File: config.mk
export PLATFORM = sky130hd
export DESIGN_NAME = sexpr_token_scanner_unit
export DESIGN_NICKNAME = d
export VERILOG_FILES = /design/src/rtl/core/sexts_pkg.sv /design/src/rtl/core/sexts_front.sv /design/src/rtl/core/sexts_queue.sv /design/src/rtl/core/sexts_back.sv /design/src/rtl/core/sexpr_token_scanner_unit.sv
export VERILOG_INCLUDE_DIRS = /design/src /design/src/rtl/core
export SDC_FILE = /design/constraint.sdc
export NUM_CORES = 1
export LEC_CHECK = 0
export BUFFER_PORTS_ARGS = -buffer_cell sky130_fd_sc_hd__buf_2
export CAP_MARGIN = 20
export CORE_MARGIN = 2
export CORE_UTILIZATION = 55
export CTS_BUF_LIST = sky130_fd_sc_hd__clkbuf_8
export DETAILED_ROUTE_END_ITERATION = 16
export PLACE_DENSITY = 0.7
export RECOVER_POWER = 25
export SYNTH_ARGS = -nofsm -noshare
export SYNTH_HDL_FRONTEND = slang
export SYNTH_SLANG_ARGS = --single-unit
File: constraint.sdc
create_clock -name clk -period 28.3 [get_ports clk]
set_input_delay 2.83 -clock clk [delete_from_list [all_inputs] [get_ports clk]]
set_output_delay 2.83 -clock clk [all_outputs]
set_load 0.005 [all_outputs]
File: src/rtl/core/assert_macros.svh
// Assertion helpers shared by the scanner RTL.
`ifndef ASSERT_MACROS_SVH
`define ASSERT_MACROS_SVH
// Implication checked at every edge outside reset.
`define ASSERT_IMPL(label, clk, rst_n, ante, cons) \
  label: assert property (@(posedge clk) disable iff (!rst_n) (ante) |-> (cons)) \
    else $error("assertion failed");
// Next-cycle implication checked outside reset.
`define ASSERT_NEXT(label, clk, rst_n, ante, cons) \
  label: assert property (@(posedge clk) disable iff (!rst_n) (ante) |=> (cons)) \
    else $error("assertion failed");
`endif

File: src/rtl/core/sexts_pkg.sv
// ----------------------------------------------------------------------------
// sexts_pkg
// Token kinds, character classes and the front-to-back record type.
// ----------------------------------------------------------------------------
package sexts_pkg;

  localparam logic [2:0] K_LPAREN = 3'd0;
  localparam logic [2:0] K_RPAREN = 3'd1;
  localparam logic [2:0] K_UNSIGNED = 3'd2;
  localparam logic [2:0] K_SIGNED = 3'd3;
  localparam logic [2:0] K_DECIMAL = 3'd4;
  localparam logic [2:0] K_IDENT = 3'd5;
  localparam logic [2:0] K_STRING = 3'd6;
  localparam logic [2:0] K_ERROR = 3'd7;

  localparam logic [7:0] CH_0 = 8'h30;
  localparam logic [7:0] CH_9 = 8'h39;
  localparam logic [7:0] CH_LP = 8'h28;
  localparam logic [7:0] CH_RP = 8'h29;
  localparam logic [7:0] CH_QUOTE = 8'h22;
  localparam logic [7:0] CH_DOT = 8'h2e;
  localparam logic [7:0] CH_MINUS = 8'h2d;
  localparam logic [7:0] CH_UNDER = 8'h5f;

  // Byte class computed once in the front stage.
  typedef struct packed {
    logic [7:0] ch;
    logic       eoi;
    logic       is_dig;
    logic       is_id;
    logic       is_ws;
    logic       over;   // byte offset already at the limit
    logic [3:0] digit;
  } sexts_cls_t;

  function automatic logic f_dig(input logic [7:0] c);
    return (c >= CH_0) && (c <= CH_9);
  endfunction

  function automatic logic f_ws(input logic [7:0] c);
    return (c == 8'h20) || (c == 8'h0a) || (c == 8'h0d) || (c == 8'h09);
  endfunction

  function automatic logic f_id(input logic [7:0] c);
    return ((c >= 8'h61) && (c <= 8'h7a)) || ((c >= 8'h41) && (c <= 8'h5a)) ||
           f_dig(c) || (c == CH_UNDER) || (c == 8'h2b) || (c == CH_MINUS) ||
           (c == 8'h2f) || (c == 8'h2a) || (c == 8'h3c) || (c == 8'h3e) ||
           (c == 8'h3d) || (c == 8'h5b) || (c == 8'h5d);
  endfunction

endpackage

File: src/rtl/core/sexts_front.sv
// ----------------------------------------------------------------------------
// sexts_front
// Accepts bytes, classifies them and tracks the byte offset.
// ----------------------------------------------------------------------------
module sexts_front import sexts_pkg::*; #(
  parameter int OFFSET_BITS = 20
) (
  input  logic                 clk,
  input  logic                 rst_n,
  input  logic                 in_valid,
  output logic                 in_ready,
  input  logic [7:0]           in_ch,
  input  logic                 in_eoi,
  output logic                 q_valid,
  input  logic                 q_ready,
  output sexts_cls_t           q_cls,
  output logic [OFFSET_BITS:0] q_off
);

  localparam logic [OFFSET_BITS:0] LIMIT = {1'b1, {OFFSET_BITS{1'b0}}};

  logic [OFFSET_BITS:0] off_r, off_nxt;
  logic                 acc;

  assign q_valid = in_valid;
  assign in_ready = q_ready;
  assign acc = in_valid && q_ready;

  always_comb begin
    q_cls.ch = in_ch;
    q_cls.eoi = in_eoi;
    q_cls.is_dig = f_dig(in_ch);
    q_cls.is_id = f_id(in_ch);
    q_cls.is_ws = f_ws(in_ch);
    q_cls.over = off_r[OFFSET_BITS];
    q_cls.digit = 4'(in_ch - CH_0);
    q_off = off_r;
  end

  always_comb begin
    off_nxt = off_r;
    if (acc) begin
      if (in_eoi) begin
        off_nxt = '0;
      end else if (off_r < LIMIT) begin
        off_nxt = off_r + 1'b1;
      end
    end
  end

  always_ff @(posedge clk) begin
    if (!rst_n) begin
      off_r <= '0;
    end else begin
      off_r <= off_nxt;
    end
  end

endmodule

File: src/rtl/core/sexts_queue.sv
// ----------------------------------------------------------------------------
// sexts_queue
// Two-entry queue between the classifier and the token engine.
// ----------------------------------------------------------------------------
`include "assert_macros.svh"
module sexts_queue import sexts_pkg::*; #(
  parameter int OFFSET_BITS = 20
) (
  input  logic                 clk,
  input  logic                 rst_n,
  input  logic                 wr_valid,
  output logic                 wr_ready,
  input  sexts_cls_t           wr_cls,
  input  logic [OFFSET_BITS:0] wr_off,
  output logic                 rd_valid,
  input  logic                 rd_ready,
  output sexts_cls_t           rd_cls,
  output logic [OFFSET_BITS:0] rd_off
);

  sexts_cls_t           cls_mem [2];
  logic [OFFSET_BITS:0] off_mem [2];
  logic                 wp_r, rp_r;
  logic [1:0]           cnt_r;
  logic                 wr, rd;

  assign wr_ready = (cnt_r != 2'd2);
  assign rd_valid = (cnt_r != 2'd0);
  assign wr = wr_valid && wr_ready;
  assign rd = rd_valid && rd_ready;
  assign rd_cls = cls_mem[rp_r];
  assign rd_off = off_mem[rp_r];

  always_ff @(posedge clk) begin
    if (wr) begin
      cls_mem[wp_r] <= wr_cls;
      off_mem[wp_r] <= wr_off;
    end
  end

  always_ff @(posedge clk) begin
    if (!rst_n) begin
      wp_r <= 1'b0;
      rp_r <= 1'b0;
      cnt_r <= 2'd0;
    end else begin
      if (wr) wp_r <= ~wp_r;
      if (rd) rp_r <= ~rp_r;
      cnt_r <= cnt_r + {1'b0, wr} - {1'b0, rd};
    end
  end

  `ASSERT_IMPL(a_cnt_max, clk, rst_n, 1'b1, cnt_r <= 2'd2)
  `ASSERT_NEXT(a_cnt_inc, clk, rst_n, wr && !rd, cnt_r == $past(cnt_r) + 2'd1)

endmodule

File: src/rtl/core/sexts_back.sv
// ----------------------------------------------------------------------------
// sexts_back
// Token engine: one byte per unstalled cycle, into up to two result records.
// ----------------------------------------------------------------------------
`include "assert_macros.svh"
module sexts_back import sexts_pkg::*; #(
  parameter int OFFSET_BITS = 20
) (
  input  logic                   clk,
  input  logic                   rst_n,
  input  logic                   in_valid,
  output logic                   in_ready,
  input  sexts_cls_t             in_cls,
  input  logic [OFFSET_BITS:0]   in_off,
  output logic                   out_valid,
  input  logic                   out_ready,
  output logic [2:0]             o_kind,
  output logic [OFFSET_BITS-1:0] o_start,
  output logic [OFFSET_BITS:0]   o_end,
  output logic [31:0]            o_int,
  output logic [63:0]            o_whole,
  output logic [31:0]            o_frac,
  output logic [5:0]             o_fcnt,
  output logic                   o_neg,
  output logic                   o_last
);

  typedef enum logic [6:0] {
    M_IDLE = 7'b0000001, M_MINUS = 7'b0000010, M_INT = 7'b0000100,
    M_FRAC = 7'b0001000, M_IDENT = 7'b0010000, M_STRING = 7'b0100000,
    M_HALT = 7'b1000000
  } mode_t;

  typedef struct packed {
    logic [2:0]             kind;
    logic [OFFSET_BITS-1:0] s;
    logic [OFFSET_BITS:0]   e;
    logic [31:0]            iv;
    logic [63:0]            wp;
    logic [31:0]            fd;
    logic [5:0]             fc;
    logic                   neg;
  } rec_t;

  localparam logic [OFFSET_BITS:0] LIMIT = {1'b1, {OFFSET_BITS{1'b0}}};

  mode_t                  mode_r, mode_nxt;
  logic [OFFSET_BITS-1:0] ts_r, ts_nxt;
  logic [63:0]            wh_r, wh_nxt;
  logic [31:0]            fr_r, fr_nxt;
  logic [5:0]             fc_r, fc_nxt;
  logic                   neg_r, neg_nxt;

  // Output buffer: two result slots.
  rec_t rec_r [2];
  rec_t r0, r1;
  logic [1:0] n_r, n;
  logic       sel_r;
  logic       take;

  assign in_ready = (n_r == 2'd0) || ((n_r == 2'd1) && out_ready);
  assign take = in_valid && in_ready;
  assign out_valid = (n_r != 2'd0);

  always_comb begin
    rec_t cur;
    cur = rec_r[sel_r];
    o_kind = cur.kind;
    o_start = cur.s;
    o_end = cur.e;
    o_int = cur.iv;
    o_whole = cur.wp;
    o_frac = cur.fd;
    o_fcnt = cur.fc;
    o_neg = cur.neg;
    o_last = (n_r == 2'd1);
  end

  function automatic rec_t mk(input logic [2:0] k, input logic [OFFSET_BITS-1:0] s,
                              input logic [OFFSET_BITS:0] e);
    rec_t r;
    r = '0;
    r.kind = k;
    r.s = s;
    r.e = e;
    return r;
  endfunction

  always_comb begin
    logic [OFFSET_BITS-1:0] offs;
    logic [OFFSET_BITS:0]   off1;
    logic                   do_close, do_start;
    logic [63:0]            wx;
    logic [31:0]            fx;
    rec_t                   cr;
    offs = in_off[OFFSET_BITS-1:0];
    off1 = in_off + 1'b1;
    do_close = 1'b0;
    do_start = 1'b0;
    wx = (wh_r << 3) + (wh_r << 1) + {60'd0, in_cls.digit};
    fx = (fr_r << 3) + (fr_r << 1) + {28'd0, in_cls.digit};
    mode_nxt = mode_r;
    ts_nxt = ts_r;
    wh_nxt = wh_r;
    fr_nxt = fr_r;
    fc_nxt = fc_r;
    neg_nxt = neg_r;
    n = 2'd0;
    r0 = '0;
    r1 = '0;
    cr = '0;
    if (mode_r != M_HALT && in_cls.over) begin
      r0 = mk(K_ERROR, (mode_r == M_IDLE) ? {OFFSET_BITS{1'b1}} : ts_r, LIMIT);
      n = 2'd1;
      mode_nxt = M_HALT;
      wh_nxt = '0;
      fr_nxt = '0;
      fc_nxt = '0;
      neg_nxt = 1'b0;
    end else begin
      case (mode_r)
        M_IDLE: do_start = 1'b1;
        M_MINUS: begin
          if (in_cls.is_dig) begin
            mode_nxt = M_INT;
            neg_nxt = 1'b1;
            wh_nxt = {60'd0, in_cls.digit};
          end else if (in_cls.is_id) begin
            mode_nxt = M_IDENT;
          end else begin
            do_close = 1'b1;
          end
        end
        M_INT: begin
          if (in_cls.is_dig) wh_nxt = wx;
          else if (in_cls.ch == CH_DOT) mode_nxt = M_FRAC;
          else do_close = 1'b1;
        end
        M_FRAC: begin
          if (in_cls.is_dig) begin
            fr_nxt = fx;
            if (fc_r != 6'd63) fc_nxt = fc_r + 6'd1;
          end else begin
            do_close = 1'b1;
          end
        end
        M_IDENT: if (!in_cls.is_id) do_close = 1'b1;
        M_STRING: begin
          if (in_cls.ch == CH_QUOTE) begin
            r0 = mk(K_STRING, ts_r, off1);
            n = 2'd1;
            mode_nxt = M_IDLE;
          end
        end
        M_HALT: ;
        default: ;
      endcase
      if (do_close) begin
        cr = mk(K_IDENT, ts_r, in_off);
        if (mode_r == M_INT) begin
          cr.kind = neg_r ? K_SIGNED : K_UNSIGNED;
          cr.iv = neg_r ? (32'd0 - wh_r[31:0]) : wh_r[31:0];
        end else if (mode_r == M_FRAC) begin
          cr.kind = K_DECIMAL;
          cr.wp = wh_r;
          cr.fd = fr_r;
          cr.fc = fc_r;
          cr.neg = neg_r;
        end
        r0 = cr;
        n = 2'd1;
        mode_nxt = M_IDLE;
        wh_nxt = '0;
        fr_nxt = '0;
        fc_nxt = '0;
        neg_nxt = 1'b0;
        do_start = 1'b1;
      end
      if (do_start) begin
        ts_nxt = offs;
        if (!in_cls.is_ws) begin
          cr = mk(K_ERROR, offs, off1);
          if (in_cls.ch == CH_LP) cr.kind = K_LPAREN;
          else if (in_cls.ch == CH_RP) cr.kind = K_RPAREN;
          if (in_cls.ch == CH_LP || in_cls.ch == CH_RP || !(in_cls.ch == CH_MINUS ||
              in_cls.is_id || in_cls.ch == CH_QUOTE)) begin
            if (n == 2'd0) r0 = cr;
            else r1 = cr;
            n = n + 2'd1;
            if (cr.kind == K_ERROR) mode_nxt = M_HALT;
          end else if (in_cls.ch == CH_MINUS) begin
            mode_nxt = M_MINUS;
          end else if (in_cls.is_dig) begin
            mode_nxt = M_INT;
            wh_nxt = {60'd0, in_cls.digit};
            neg_nxt = 1'b0;
          end else if (in_cls.is_id) begin
            mode_nxt = M_IDENT;
          end else begin
            mode_nxt = M_STRING;
          end
        end
      end
    end
    if (in_cls.eoi) begin
      if (mode_nxt != M_IDLE && mode_nxt != M_HALT) begin
        cr = mk(K_IDENT, ts_nxt, off1);
        if (mode_nxt == M_INT) begin
          cr.kind = neg_nxt ? K_SIGNED : K_UNSIGNED;
          cr.iv = neg_nxt ? (32'd0 - wh_nxt[31:0]) : wh_nxt[31:0];
        end else if (mode_nxt == M_FRAC) begin
          cr.kind = K_DECIMAL;
          cr.wp = wh_nxt;
          cr.fd = fr_nxt;
          cr.fc = fc_nxt;
          cr.neg = neg_nxt;
        end else if (mode_nxt == M_STRING) begin
          cr.kind = K_ERROR;
        end
        if (n == 2'd0) r0 = cr;
        else r1 = cr;
        n = n + 2'd1;
      end
      mode_nxt = M_IDLE;
      ts_nxt = '0;
      wh_nxt = '0;
      fr_nxt = '0;
      fc_nxt = '0;
      neg_nxt = 1'b0;
    end
  end

  always_ff @(posedge clk) begin
    if (take) begin
      rec_r[0] <= r0;
      rec_r[1] <= r1;
    end
  end

  always_ff @(posedge clk) begin
    if (!rst_n) begin
      ts_r <= '0;
      wh_r <= '0;
      fr_r <= '0;
      fc_r <= '0;
      neg_r <= 1'b0;
    end else if (take) begin
      ts_r <= ts_nxt;
      wh_r <= wh_nxt;
      fr_r <= fr_nxt;
      fc_r <= fc_nxt;
      neg_r <= neg_nxt;
    end
  end

  always_ff @(posedge clk) begin
    if (!rst_n) begin
      mode_r <= M_IDLE;
      n_r <= 2'd0;
      sel_r <= 1'b0;
    end else if (take) begin
      mode_r <= mode_nxt;
      n_r <= n;
      sel_r <= 1'b0;
    end else if (out_valid && out_ready) begin
      n_r <= n_r - 2'd1;
      sel_r <= 1'b1;
    end
  end

  `ASSERT_IMPL(a_onehot, clk, rst_n, 1'b1, $onehot(mode_r))
  `ASSERT_IMPL(a_n_max, clk, rst_n, 1'b1, n_r <= 2'd2)
  `ASSERT_NEXT(a_halt_stays, clk, rst_n, mode_r == M_HALT && !(take && in_cls.eoi),
               mode_r == M_HALT)

endmodule

File: src/rtl/core/sexpr_token_scanner_unit.sv
// ----------------------------------------------------------------------------
// sexpr_token_scanner_unit
// Byte-stream S-expression tokenizer with byte spans.
// ----------------------------------------------------------------------------
// Usage:
//   Input: one source byte per beat on s_axis_tdata, s_axis_tlast on the
//   final byte of a text. Output: one token per beat on m_axis_tdata; the
//   m_axis_tlast bit marks the last token caused by an input byte.
//   Each byte is classified in the front stage, passes a two-entry queue
//   and is scanned by the token engine, which registers up to two tokens.
//   Throughput: one byte per cycle while each byte yields at most one token
//   and the receiver is ready; a byte that yields two tokens holds the engine
//   until the first leaves the single output port of the two-slot result buffer.
//   A closing byte is held in the queue; its token is then registered in the result buffer.
//   Reset clears offset and scan state; after tlast all state returns there.
//   When the receiver stalls, tokens hold, the queue fills and then
//   s_axis_tready drops; no beat is lost.
// ----------------------------------------------------------------------------
module sexpr_token_scanner_unit import sexts_pkg::*; #(
  parameter int OFFSET_BITS = 20
) (
  input  logic         clk,
  input  logic         rst_n,
  input  logic         s_axis_tvalid,
  output logic         s_axis_tready,
  input  logic [7:0]   s_axis_tdata,  // char_byte
  input  logic         s_axis_tlast,  // end_of_input
  output logic         m_axis_tvalid,
  input  logic         m_axis_tready,
  // kind, span_start, span_end, int_value, whole_part, frac_digits,
  // frac_count, is_negative (from bit 0 up), zero padded to bytes
  output logic [((3 + OFFSET_BITS + OFFSET_BITS + 1 + 32 + 64 + 32 + 6 + 1 + 7) / 8) * 8 - 1:0]
                       m_axis_tdata,
  output logic         m_axis_tlast   // last_of_item
);

  localparam int DW = 3 + OFFSET_BITS + OFFSET_BITS + 1 + 32 + 64 + 32 + 6 + 1;
  localparam int TW = ((DW + 7) / 8) * 8;

  sexts_cls_t           f_cls, b_cls;
  logic [OFFSET_BITS:0] f_off, b_off;
  logic                 f_valid, f_ready, b_valid, b_ready;
  logic [2:0]             kind;
  logic [OFFSET_BITS-1:0] st;
  logic [OFFSET_BITS:0]   en;
  logic [31:0]            iv, fd;
  logic [63:0]            wp;
  logic [5:0]             fc;
  logic                   ng;

  sexts_front #(.OFFSET_BITS(OFFSET_BITS)) u_front (
    .clk, .rst_n, .in_valid(s_axis_tvalid), .in_ready(s_axis_tready),
    .in_ch(s_axis_tdata), .in_eoi(s_axis_tlast),
    .q_valid(f_valid), .q_ready(f_ready), .q_cls(f_cls), .q_off(f_off)
  );

  sexts_queue #(.OFFSET_BITS(OFFSET_BITS)) u_queue (
    .clk, .rst_n, .wr_valid(f_valid), .wr_ready(f_ready), .wr_cls(f_cls),
    .wr_off(f_off), .rd_valid(b_valid), .rd_ready(b_ready), .rd_cls(b_cls),
    .rd_off(b_off)
  );

  sexts_back #(.OFFSET_BITS(OFFSET_BITS)) u_back (
    .clk, .rst_n, .in_valid(b_valid), .in_ready(b_ready), .in_cls(b_cls),
    .in_off(b_off), .out_valid(m_axis_tvalid), .out_ready(m_axis_tready),
    .o_kind(kind), .o_start(st), .o_end(en), .o_int(iv), .o_whole(wp),
    .o_frac(fd), .o_fcnt(fc), .o_neg(ng), .o_last(m_axis_tlast)
  );

  // Pack fields from bit 0 upward.
  assign m_axis_tdata = TW'({ng, fc, fd, wp, iv, en, st, kind});

endmodule

Yosys cells after proc, flatten, opt, wreduce, memory -nomap -nowiden
Memory sizes are Yosys's and may differ from the RTL's. A register that Yosys moved wholly into a read port is not among the register bits.
Index checks and enable logic that the tools add are counted.
{"block": "totals", "ram_bits": 434, "input_bits": 13, "wordCells": 239, "reg_bits": 158, "output_inout_bits": 187, "mem_count": 3}
{"block": "classes", "bitwise_logic": 3, "add_sub_neg": 15, "n_mux": 125, "eq_ne": 35, "reduce_logical": 39, "magnitude_cmp": 7}
{"name": "u_back.rec_r", "depth": 2, "word_bits": 179, "rd": 1, "rd_clocked_by_memory_dff": 1, "write_ports": 2, "line": "sexts_back.sv:55", "text": "rec_t rec_r [2];"}
{"name": "u_queue.off_mem", "depth": 2, "word_bits": 21, "rd": 1, "rd_clocked_by_memory_dff": 1, "write_ports": 1, "line": "sexts_queue.sv:22", "text": "logic [OFFSET_BITS:0] off_mem [2];"}
{"name": "u_queue.cls_mem", "depth": 2, "word_bits": 17, "rd": 1, "rd_clocked_by_memory_dff": 1, "write_ports": 1, "line": "sexts_queue.sv:21", "text": "sexts_cls_t cls_mem [2];"}
{"cell": "$mux W179", "n": 19}
{"cell": "$mux W64", "n": 10}
{"cell": "$mux W103", "n": 4}
{"cell": "$mux W32", "n": 9}
{"cell": "$pmux W64 S2", "n": 1}
{"cell": "$eq A8 B6 Y1 const B", "n": 13}
{"cell": "$mux W7", "n": 14}
{"cell": "$mux W20", "n": 4}
{"cell": "$add A64 B4 Y64", "n": 1}
{"cell": "$add A64 B64 Y64", "n": 1}
{"cell": "$sub A1 B32 Y32 const A", "n": 2}
{"cell": "$add A21 B1 Y21 const B", "n": 2}
{"cell": "$mux W21", "n": 2}
{"cell": "$mux W6", "n": 7}
{"cell": "$mux W1", "n": 33}
{"cell": "$add A32 B32 Y32", "n": 1}
{"cell": "$add A32 B4 Y32", "n": 1}
{"cell": "$eq A8 B4 Y1 const B", "n": 3}
{"cell": "$eq A8 B7 Y1 const B", "n": 3}
{"cell": "$mux W2", "n": 12}
{"cell": "$mux W3", "n": 8}
{"cell": "$lt A21 B21 Y1 const B", "n": 1}
{"cell": "$pmux W7 S3", "n": 1}
{"cell": "$logic_or A1 B1 Y1", "n": 20}
{"cell": "30 further kinds", "n": 52}

Longest topological paths before layout
Gate-level depths: netlist (run 1).
{"block": "depth", "ltp_word": 22, "mapped_depth": 20, "ltp_nobuf": 18}

Hierarchy
From an unflattened synthesis (run 1), not the netlist that was laid out.
{"block": "hier_totals", "hier_cells": 3440, "hier_area_um2": 35207.5}
{"mod": "sexts_back", "cells_each": 3136, "seq_area_each_um2": 13432.9, "instances": 1, "area_per_inst_um2": 30857.1}
{"mod": "sexts_queue", "cells_each": 142, "seq_area_each_um2": 2382.3, "instances": 1, "area_per_inst_um2": 3057.9}
{"mod": "sexts_front", "cells_each": 155, "seq_area_each_um2": 420.4, "instances": 1, "area_per_inst_um2": 1243.7}
{"mod": "sexpr_token_scanner_unit", "cells_each": 7, "seq_area_each_um2": 0.0, "instances": 1, "area_per_inst_um2": 48.8}

Worst setup path after synthesis (run 1)
No wires, ideal clock.
{"block": "synth_timing", "kind": "input to register", "start": "in m_axis_tready", "end": "reg u_back.ts_r[15]", "stages": 7, "setup_time_ns": 0.077, "setup_slack_ns": 6.171, "path_buffers": 1, "t_arrival_ns": 22.052, "required_time_ns": 28.223, "path_cell_list": "a21oi_1 > nor2_1 > nand3_1 > o21ai_0 > clkbuf_1 > nand2_1 > o21ai_0"}
{"block": "synth_between", "elab_chain_cells": 3}
{"element": "start, declared", "line": "sexpr_token_scanner_unit.sv:29", "text": "input logic m_axis_tready,"}
{"element": "$logic_and A1 B1 Y1", "line": "sexts_back.sv:61", "text": "assign in_ready = (n_r == 2'd0) || ((n_r == 2'd1) && out_ready);"}
{"element": "$logic_or A1 B1 Y1", "line": "sexts_back.sv:61"}
{"element": "$logic_and A1 B1 Y1", "line": "sexts_back.sv:62", "text": "assign take = in_valid && in_ready;"}
{"element": "via u_back.take", "line": "sexts_back.sv:59", "text": "logic take;"}
{"element": "end signal, assigned", "line": "sexts_back.sv:248", "text": "ts_r <= ts_nxt;"}
{"element": "end, declared", "line": "sexts_back.sv:48", "text": "logic [OFFSET_BITS-1:0] ts_r, ts_nxt;"}
The timed path passes the listed nets, and every way through them passes these cells.
A chain may end at the register's enable or synchronous reset.

==> PnR_summary.wiki, run 1 <==
{| class="wikitable"
! Metric !! Value
|-
| Worst min-delay path category || register to register
|-
| Clock tree root driver cell || sky130_fd_sc_hd__clkbuf_8
|-
| Final-stage net count || 3777
|-
| Cts repair resizes || 0
|-
| Weighted congestion at the end of routability-driven global placement || 0.917
|-
| Slack of the worst reg-to-reg path || 18.31 ns
|-
| Critical path peak fanout || 184
|-
| Crit. Startpoint || m_axis_tready
|-
| Initial DRC count || 2488
|-
| Number of iterations in the first detailed-routing pass || 6
|-
| Flip-flop and latch count after synthesis || 584
|-
| Hpwl dp || 67600 µm
|-
| Number of fill cells || 5249
|-
| Final design utilization || 0.617
|-
| Highest attainable clock frequency || 85.8 MHz
|-
| CTS clock-pin slew for the worst setup and hold paths || 0.07 ns
|-
| All-Layer GR Usage || 0.303
|-
| Leakage power total || 14.6 nW
|-
| Most area-hungry cell type in the Yosys netlist || sky130_fd_sc_hd__edfxtp_1
|-
| Remaining global-route overflow || 0
|-
| Detailed Route WL || 99100 µm
|-
| Number of global-route vias before repair || 27500
|-
| Number of antenna violations at the first check in global routing || 1
|-
| Fin Setup TNS || 0 ns
|-
| Total area of multi-input combinational cells || 17600 µm²
|-
| Pin count of the biggest net entering global routing || 185
|-
| # IOs || 200
|-
| Data required time of the worst path || 28.28 ns
|-
| Overall power || 3.10 mW
|-
| Row Count || 91
|-
| RSZ-0062 raised after global routing || false
|-
| Worst-Margin Slew || 9.96 ns
|-
| Max_cap viols || 5
|-
| Quantity of hold-fixing buffers added after cts || 0
|-
| Area growth syn-to-layout || 10.6%
|-
| Commonest register cell after synthesis || sky130_fd_sc_hd__edfxtp_1
|-
| Shortest clock period the worst path allows after layout || 11.66 ns
|-
| Routed wire per std cell || 22.1 µm
|-
| Ranking of synthesized cells by area || sky130_fd_sc_hd__edfxtp_1 37%, sky130_fd_sc_hd__dfxtp_1 9.3%, sky130_fd_sc_hd__ha_1 6.9%
|-
| Width of the die || 254 µm
|-
| Via-per-instance ratio || 6.28
|-
| GR Layer Usage met1 || 0.407
|-
| DRC violations left || 0
|-
| Layer with the highest usage after global routing || met2
|-
| Die Area || 64700 µm²
|-
| Capture point of the worst path || u_back.rec_r[0][72]
|-
| Number of distinct library cells after synthesis || 103
|-
| Number of sinks handled by clock tree synthesis || 584
|-
| Reg-to-reg critical path startpoint || u_back.n_r[0]
|-
| Routing usage on met2 || 0.490
|-
| Post-Synthesis Mean Instance Area || 10.1 µm²
|-
| Power per Cell Area || 81.2 nW/µm²
|-
| Largest clock skew in the final design || 0.0233 ns
|-
| Top-area cell type share of the netlist area || 0.369
|-
| Antenna violation net count after detailed routing || 0
|-
| Die span in y || 254 µm
|-
| Cell count of the worst hold path || 2
|-
| Vias after detailed routing || 28200
|-
| Number of buffers added on ports || 194
|-
| Post-CTS Setup Bufs || 0
|-
| TritonCTS clock tree || built
|-
| Clk_lat worst skew || 0.70 ns
|-
| Final Hold Violating Endpoints || 0
|-
| Endpoint of the lowest-slack register-to-register path || u_back.rec_r[0][72]
|-
| Max-slew violation count || 313
|-
| Ratio of cells with drive above 1 in the final layout || 0.172
|-
| Core area || 61800 µm²
|-
| Synthesized netlist cell count || 3424
|-
| Final period utilization || 0.412
|-
| Data arrival at the endpoint of the critical path || 11.65 ns
|-
| First-pass GRT wire length || 153000 µm
|-
| Initial core utilization || 0.558
|-
| Number of buffers on the longest clock path || 3
|-
| CTS H-Tree Depth || 3
|-
| Sequential fraction of the synthesis area || 0.462
|-
| Worst rel slew slack || -5.64
|-
| Instance area after placement || 36200 µm²
|-
| Worst ir drop on vdd || 0.0656 mV
|-
| Area of the mapped netlist || 34500 µm²
|-
| Post-synth EDFFs || 424
|-
| Proportion of register bits with asynchronous set or reset after synthesis || 0
|-
| Result of the run || finished, violations left
|-
| Cts bufs inserted || 97
|-
| Violated checks || max-capacitance violations, max-slew violations
|-
| Post-Layout Inst Area || 38100 µm²
|-
| M3 GR Usage || 0.0419
|-
| Number of failing setup endpoints in the final timing report || 0
|-
| Crit path kind || input port to register
|-
| Crit start category || input port
|-
| Count of yosys warnings during synthesis || 0
|-
| Category of the worst setup path capture point || register
|-
| Number of cell instances on the worst register-to-register path || 5
|-
| Storage cell area || 15900 µm²
|}
-- metal layers --
layer	wire [µm]	vias to the layer above
li1	-	13100
met1	42200	13700
met2	45800	1192
met3	7170	225
met4	3930	0
met5	0	-
-- worst max-delay path, cell delays in order --
cell and delay [ns]:
sky130_fd_sc_hd__clkbuf_1 0.12, sky130_fd_sc_hd__a21oi_1 0.10, sky130_fd_sc_hd__nor2_1 1.33, sky130_fd_sc_hd__clkbuf_1 6.92
-- synthesized netlist by cell type, types with 43 or more instances --
cell type and count:
sky130_fd_sc_hd__clkbuf_1 147, sky130_fd_sc_hd__mux2_2 184, sky130_fd_sc_hd__dfxtp_1 160, sky130_fd_sc_hd__a22o_1 122, sky130_fd_sc_hd__nand2_1 375, sky130_fd_sc_hd__ha_1 191, sky130_fd_sc_hd__xnor2_1 91, sky130_fd_sc_hd__and2_1 43
sky130_fd_sc_hd__edfxtp_1 424, sky130_fd_sc_hd__xor2_1 69, sky130_fd_sc_hd__inv_1 61, sky130_fd_sc_hd__nor3_1 96, sky130_fd_sc_hd__a21oi_1 192, sky130_fd_sc_hd__nor2_1 281, sky130_fd_sc_hd__a21o_1 48, sky130_fd_sc_hd__o22ai_1 66
sky130_fd_sc_hd__nand3_1 51, sky130_fd_sc_hd__o21ai_0 245
-- worst min path at each step --
stage / start / slack [ns] / end
2_1_floorplan: u_back.sel_r / 0.42 / register
3_3_place_gp: u_back.sel_r / 0.44 / register
3_5_place_dp: u_back.sel_r / 0.44 / register
4_1_cts: u_back.sel_r / 0.46 / register
5_1_grt: u_back.ts_r[13] / 0.50 / u_back.ts_r[13]
6_report: u_back.sel_r / 0.46 / register
-- state kept, by name (all words and copies together), names as in the netlist, named ones only --
name,cells
u_back.rec_r,358
u_back.wh_r,64
u_queue.off_mem,40
u_back.fr_r,32
u_queue.cls_mem,26
u_front.q_off,21
u_back.ts_r,20
u_back.mode_r,7
u_back.fc_r,6
u_back.n_r,2
u_queue.cnt_r,2
u_back.neg_r,1
u_back.sel_r,1
u_queue.rp_r,1
u_queue.wp_r,1
-- layout make-up --
class                   count  area share
multi-input cells        2580       0.461
clock buffers             119      0.0430
diodes                      2    0.000131
clock inverters            62     0.00949
well taps                 837      0.0275
repair buffers            245      0.0351
flip-flops and latches    584       0.418
inverters                  61     0.00601
-- report_power, final --
group          switching [mW]  internal (mW)
logic                   0.636          0.351
clock network           0.351          0.408
registers              0.0693           1.28
total                    1.06           2.04
-- metrics by stage --
step,hold WS [ns],setup WS (ns),cells
floorplan,0.424,6.17,3428
detailed placement,0.445,22.19,4307
finish,0.459,16.64,4490
global placement,0.442,22.24,4306
global route,0.505,15.92,4490
CTS,0.464,22.16,4488
-- logic make-up (layout without fill, tap and decap cells) --
| group | Yosys count | in the layout | synth area share |
|---|---|---|---|
| AO/OA/AOI/OAI | 943 | 943 | 0.180 |
| flip-flops | 584 | 584 | 0.462 |
| multiplexers | 217 | 217 | 0.0699 |
| other | 1 | 7 | 0.000109 |
| AND/OR/NAND/NOR | 1060 | 1060 | 0.144 |
| adder cells (fa/ha/maj) | 195 | 195 | 0.0716 |
| XOR/XNOR | 160 | 160 | 0.0406 |
| buffers and inverters | 264 | 487 | 0.0315 |
-- cell usage in the layout, fill, tap and decap left out, types with 23 or more instances in the layout --
master / synthesis / routed
sky130_fd_sc_hd__buf_2: 29 / 183
sky130_fd_sc_hd__or3_1: 29 / 29
sky130_fd_sc_hd__ha_1: 191 / 191
sky130_fd_sc_hd__nor2_1: 281 / 276
sky130_fd_sc_hd__a21oi_1: 192 / 191
sky130_fd_sc_hd__o21ai_0: 245 / 244
sky130_fd_sc_hd__clkbuf_8: 0 / 119
sky130_fd_sc_hd__a31oi_1: 32 / 31
sky130_fd_sc_hd__dfxtp_1: 160 / 158
sky130_fd_sc_hd__o31ai_1: 27 / 27
sky130_fd_sc_hd__mux2i_1: 31 / 31
sky130_fd_sc_hd__mux2_2: 184 / 184
sky130_fd_sc_hd__a211oi_1: 38 / 38
sky130_fd_sc_hd__xor2_1: 69 / 69
sky130_fd_sc_hd__xnor2_1: 91 / 91
sky130_fd_sc_hd__buf_4: 10 / 44
sky130_fd_sc_hd__a22oi_1: 23 / 23
sky130_fd_sc_hd__nand3_1: 51 / 51
sky130_fd_sc_hd__o22ai_1: 66 / 66
sky130_fd_sc_hd__nand2_1: 375 / 375
sky130_fd_sc_hd__inv_1: 61 / 96
sky130_fd_sc_hd__nand4_1: 30 / 30
sky130_fd_sc_hd__and3_1: 27 / 27
sky130_fd_sc_hd__nor3_1: 96 / 95
sky130_fd_sc_hd__and2_1: 43 / 40
sky130_fd_sc_hd__o21a_1: 23 / 23
sky130_fd_sc_hd__a21o_1: 48 / 48
sky130_fd_sc_hd__edfxtp_1: 424 / 424
sky130_fd_sc_hd__a22o_1: 122 / 122
sky130_fd_sc_hd__nor2b_1: 31 / 30
(Power assumes the default switching activity.)
==> run 2: changes to the inputs <==
Settings changed: PLACE_DENSITY 0.7 to 0.73.
Clock period 28.3 ns to 10.25 ns, I/O delays scaled along.
==> PnR_summary.wiki, run 2 (synthesis gave the netlist of run 1 again) <==
{| class="wikitable"
! Metric !! Value
|-
| Result of the run || finished, violations left
|-
| Violated checks || max-capacitance violations, max-slew violations
|-
| Ratio of cells with drive above 1 in the final layout || 0.170
|-
| Number of iterations in the first detailed-routing pass || 6
|-
| Number of global-route vias before repair || 25900
|-
| Switching power summed over all nets || 2.89 mW
|-
| Worst rel slew slack || -1.61
|-
| TritonCTS clock tree || built
|-
| Bufs and invs on worst path || 4
|-
| Instance area after placement || 36200 µm²
|-
| Cell seen most often among critical-path stages || sky130_fd_sc_hd__clkbuf_1
|-
| Highest attainable clock frequency || 135 MHz
|-
| Number of fill cells || 5200
|-
| DRC violations left || 0
|-
| Quantity of hold-fixing buffers added after cts || 0
|-
| DP Worst Slack || 3.89 ns
|-
| Area growth syn-to-layout || 10.4%
|-
| Detailed Route WL || 92900 µm
|-
| CTS H-Tree Depth || 3
|-
| Crit start category || register
|-
| Remaining global-route overflow || 0
|-
| RSZ-0062 raised after global routing || false
|-
| PnR worst setup slack || 2.86 ns
|-
| Clock tree root driver cell || sky130_fd_sc_hd__clkbuf_8
|-
| Number of sinks handled by clock tree synthesis || 584
|-
| Worst ir drop on vdd || 0.140 mV
|-
| Largest register by flop count || u_back.rec_r
|-
| Combinational fraction of design power || 0.324
|-
| Slack of the worst reg-to-reg path || 2.86 ns
|-
| Die Area || 64700 µm²
|-
| Weighted congestion at the end of routability-driven global placement || 0.937
|-
| Antenna violation net count after detailed routing || 0
|-
| Initial core utilization || 0.558
|-
| # IOs || 200
|-
| Post-Layout Inst Area || 38000 µm²
|-
| Width of the die || 254 µm
|-
| Cts repair resizes || 0
|-
| Max-slew violation count || 285
|-
| Proportion of total power due to net switching || 0.345
|-
| Max_cap viols || 6
|-
| All-Layer GR Usage || 0.283
|-
| Post-CTS Setup Bufs || 0
|-
| Final period utilization || 0.721
|-
| Via-per-instance ratio || 6.16
|-
| Slowest-stage cell, CP || sky130_fd_sc_hd__clkbuf_1
|-
| Category of the worst setup path capture point || register
|-
| Fin Setup TNS || 0 ns
|-
| Number of buffers on the longest clock path || 3
|-
| Cts bufs inserted || 97
|-
| Critical path peak fanout || 78
|-
| Largest clock skew in the final design || 0.0490 ns
|-
| Number of non-filler instances in the completed layout || 4487
|-
| Leakage power total || 14.5 nW
|-
| Number of failing setup endpoints in the final timing report || 0
|-
| Clk_lat worst skew || 0.72 ns
|-
| Core area || 61800 µm²
|-
| Number of buffers added on ports || 194
|-
| Final-stage net count || 3777
|-
| Routed wire per std cell || 20.7 µm
|-
| Largest incremental delay on the critical path || 2.85 ns
|-
| Number of antenna violations at the first check in global routing || 3
|-
| Worst min-delay path category || register to register
|-
| Data arrival at the endpoint of the critical path || 7.70 ns
|-
| CTS clock-pin slew for the worst setup and hold paths || 0.06 ns
|-
| Most common cell after layout, fill and taps aside || sky130_fd_sc_hd__edfxtp_1
|-
| Placed instance count || 4306
|-
| Largest regs || u_back.rec_r: 358 flops, u_back.wh_r: 64 flops, u_queue.off_mem: 40 flops
|-
| Vias after detailed routing || 27600
|-
| First-pass GRT wire length || 144000 µm
|-
| Shortest clock period the worst path allows after layout || 7.39 ns
|-
| Initial DRC count || 2705
|-
| Worst-path cell chain || inv_1 > ha_1 > a21oi_1 > nor2_1 > clkbuf_1 > clkbuf_1 > buf_4
|-
| Pin count of the biggest net entering global routing || 85
|-
| Final Hold Violating Endpoints || 0
|-
| Number of flip-flops in the largest register || 358
|-
| Clock power frac || 0.241
|-
| P_int || 5.47 mW
|-
| Row Count || 91
|-
| Die span in y || 254 µm
|-
| Worst-Margin Slew || 3.91 ns
|-
| Power per Cell Area || 220 nW/µm²
|-
| Cell class contributing the biggest share of worst-path delay || buffers and inverters
|-
| Highest-count cells in the layout ignoring fill and taps || 424 x sky130_fd_sc_hd__edfxtp_1, 375 x sky130_fd_sc_hd__nand2_1, 277 x sky130_fd_sc_hd__nor2_1
|-
| Data required time of the worst path || 10.55 ns
|-
| Crit path kind || register to register
|-
| Flop pwr share || 0.435
|-
| Hpwl dp || 62700 µm
|}
[run 2: changes by cell type in the layout (fill, tap and decap cells not counted), sizes merged]
cell      before  now
inv           98  101
clkbuf       136  126
bufinv         3    2
clkinv        17   28
clkinvlp       5    1
buf          228  227
diode          2    1
[run 2: worst reg2reg max path, stage by stage (launching register included)]
cell,delay [ns]
sky130_fd_sc_hd__dfxtp_1,0.34
sky130_fd_sc_hd__inv_1,0.06
sky130_fd_sc_hd__ha_1,0.20
sky130_fd_sc_hd__a21oi_1,0.07
sky130_fd_sc_hd__nor2_1,0.40
sky130_fd_sc_hd__clkbuf_1,1.80
sky130_fd_sc_hd__clkbuf_1,2.90
sky130_fd_sc_hd__buf_4,1.11
[run 2: cell type report]
type	count	area, µm²	area share
antenna	1	2.50	0.0000658
clock buffer	108	1490	0.0391
clock inverter	71	429	0.0113
inverter	61	229	0.00602
multi-input combinational	2580	17600	0.462
sequential	584	15900	0.419
tap	837	1050	0.0275
timing repair buffer	245	1330	0.0351
[run 2: metrics by stage]
step / hold WS, ns / utilization / total power, mW
2_1_floorplan: 0.424 / - / 5.36
3_3_place_gp: 0.441 / 0.585 / 6.29
3_5_place_dp: 0.449 / 0.585 / 6.36
4_1_cts: 0.461 / 0.616 / 8.39
5_1_grt: 0.494 / 0.615 / 8.79
6_report: 0.458 / 0.615 / 8.36
[run 2: routing by layer]
layer | share of wire | global-route usage | vias up
met5 | 0.00014 | 0 | -
met4 | 0.025 | 0.0921 | 2
met3 | 0.084 | 0.0540 | 157
met2 | 0.45 | 0.441 | 1105
met1 | 0.44 | 0.397 | 13300
li1 | - | - | 13100
[run 2: power by group through the flow]
stage | logic (mW) | registers, mW | clock network (mW)
5_1_grt | 2.94 | 3.70 | 2.15
2_1_floorplan | 1.69 | 3.68 | 0
3_3_place_gp | 2.67 | 3.62 | 0
3_5_place_dp | 2.71 | 3.66 | 0
6_report | 2.71 | 3.64 | 2.01
4_1_cts | 2.73 | 3.61 | 2.05
[run 2: path summary, 6_finish.rpt]
| path | from | endpoint | cells after the start |
|---|---|---|---|
| worst max register to register | u_back.n_r[0] | u_back.rec_r[1][132] | 7 |
| worst min register to register | u_back.sel_r | register | 2 |
| worst max-delay path | u_back.n_r[0] | u_back.rec_r[1][132] | 7 |
| worst min-delay path | u_back.sel_r | register | 2 |
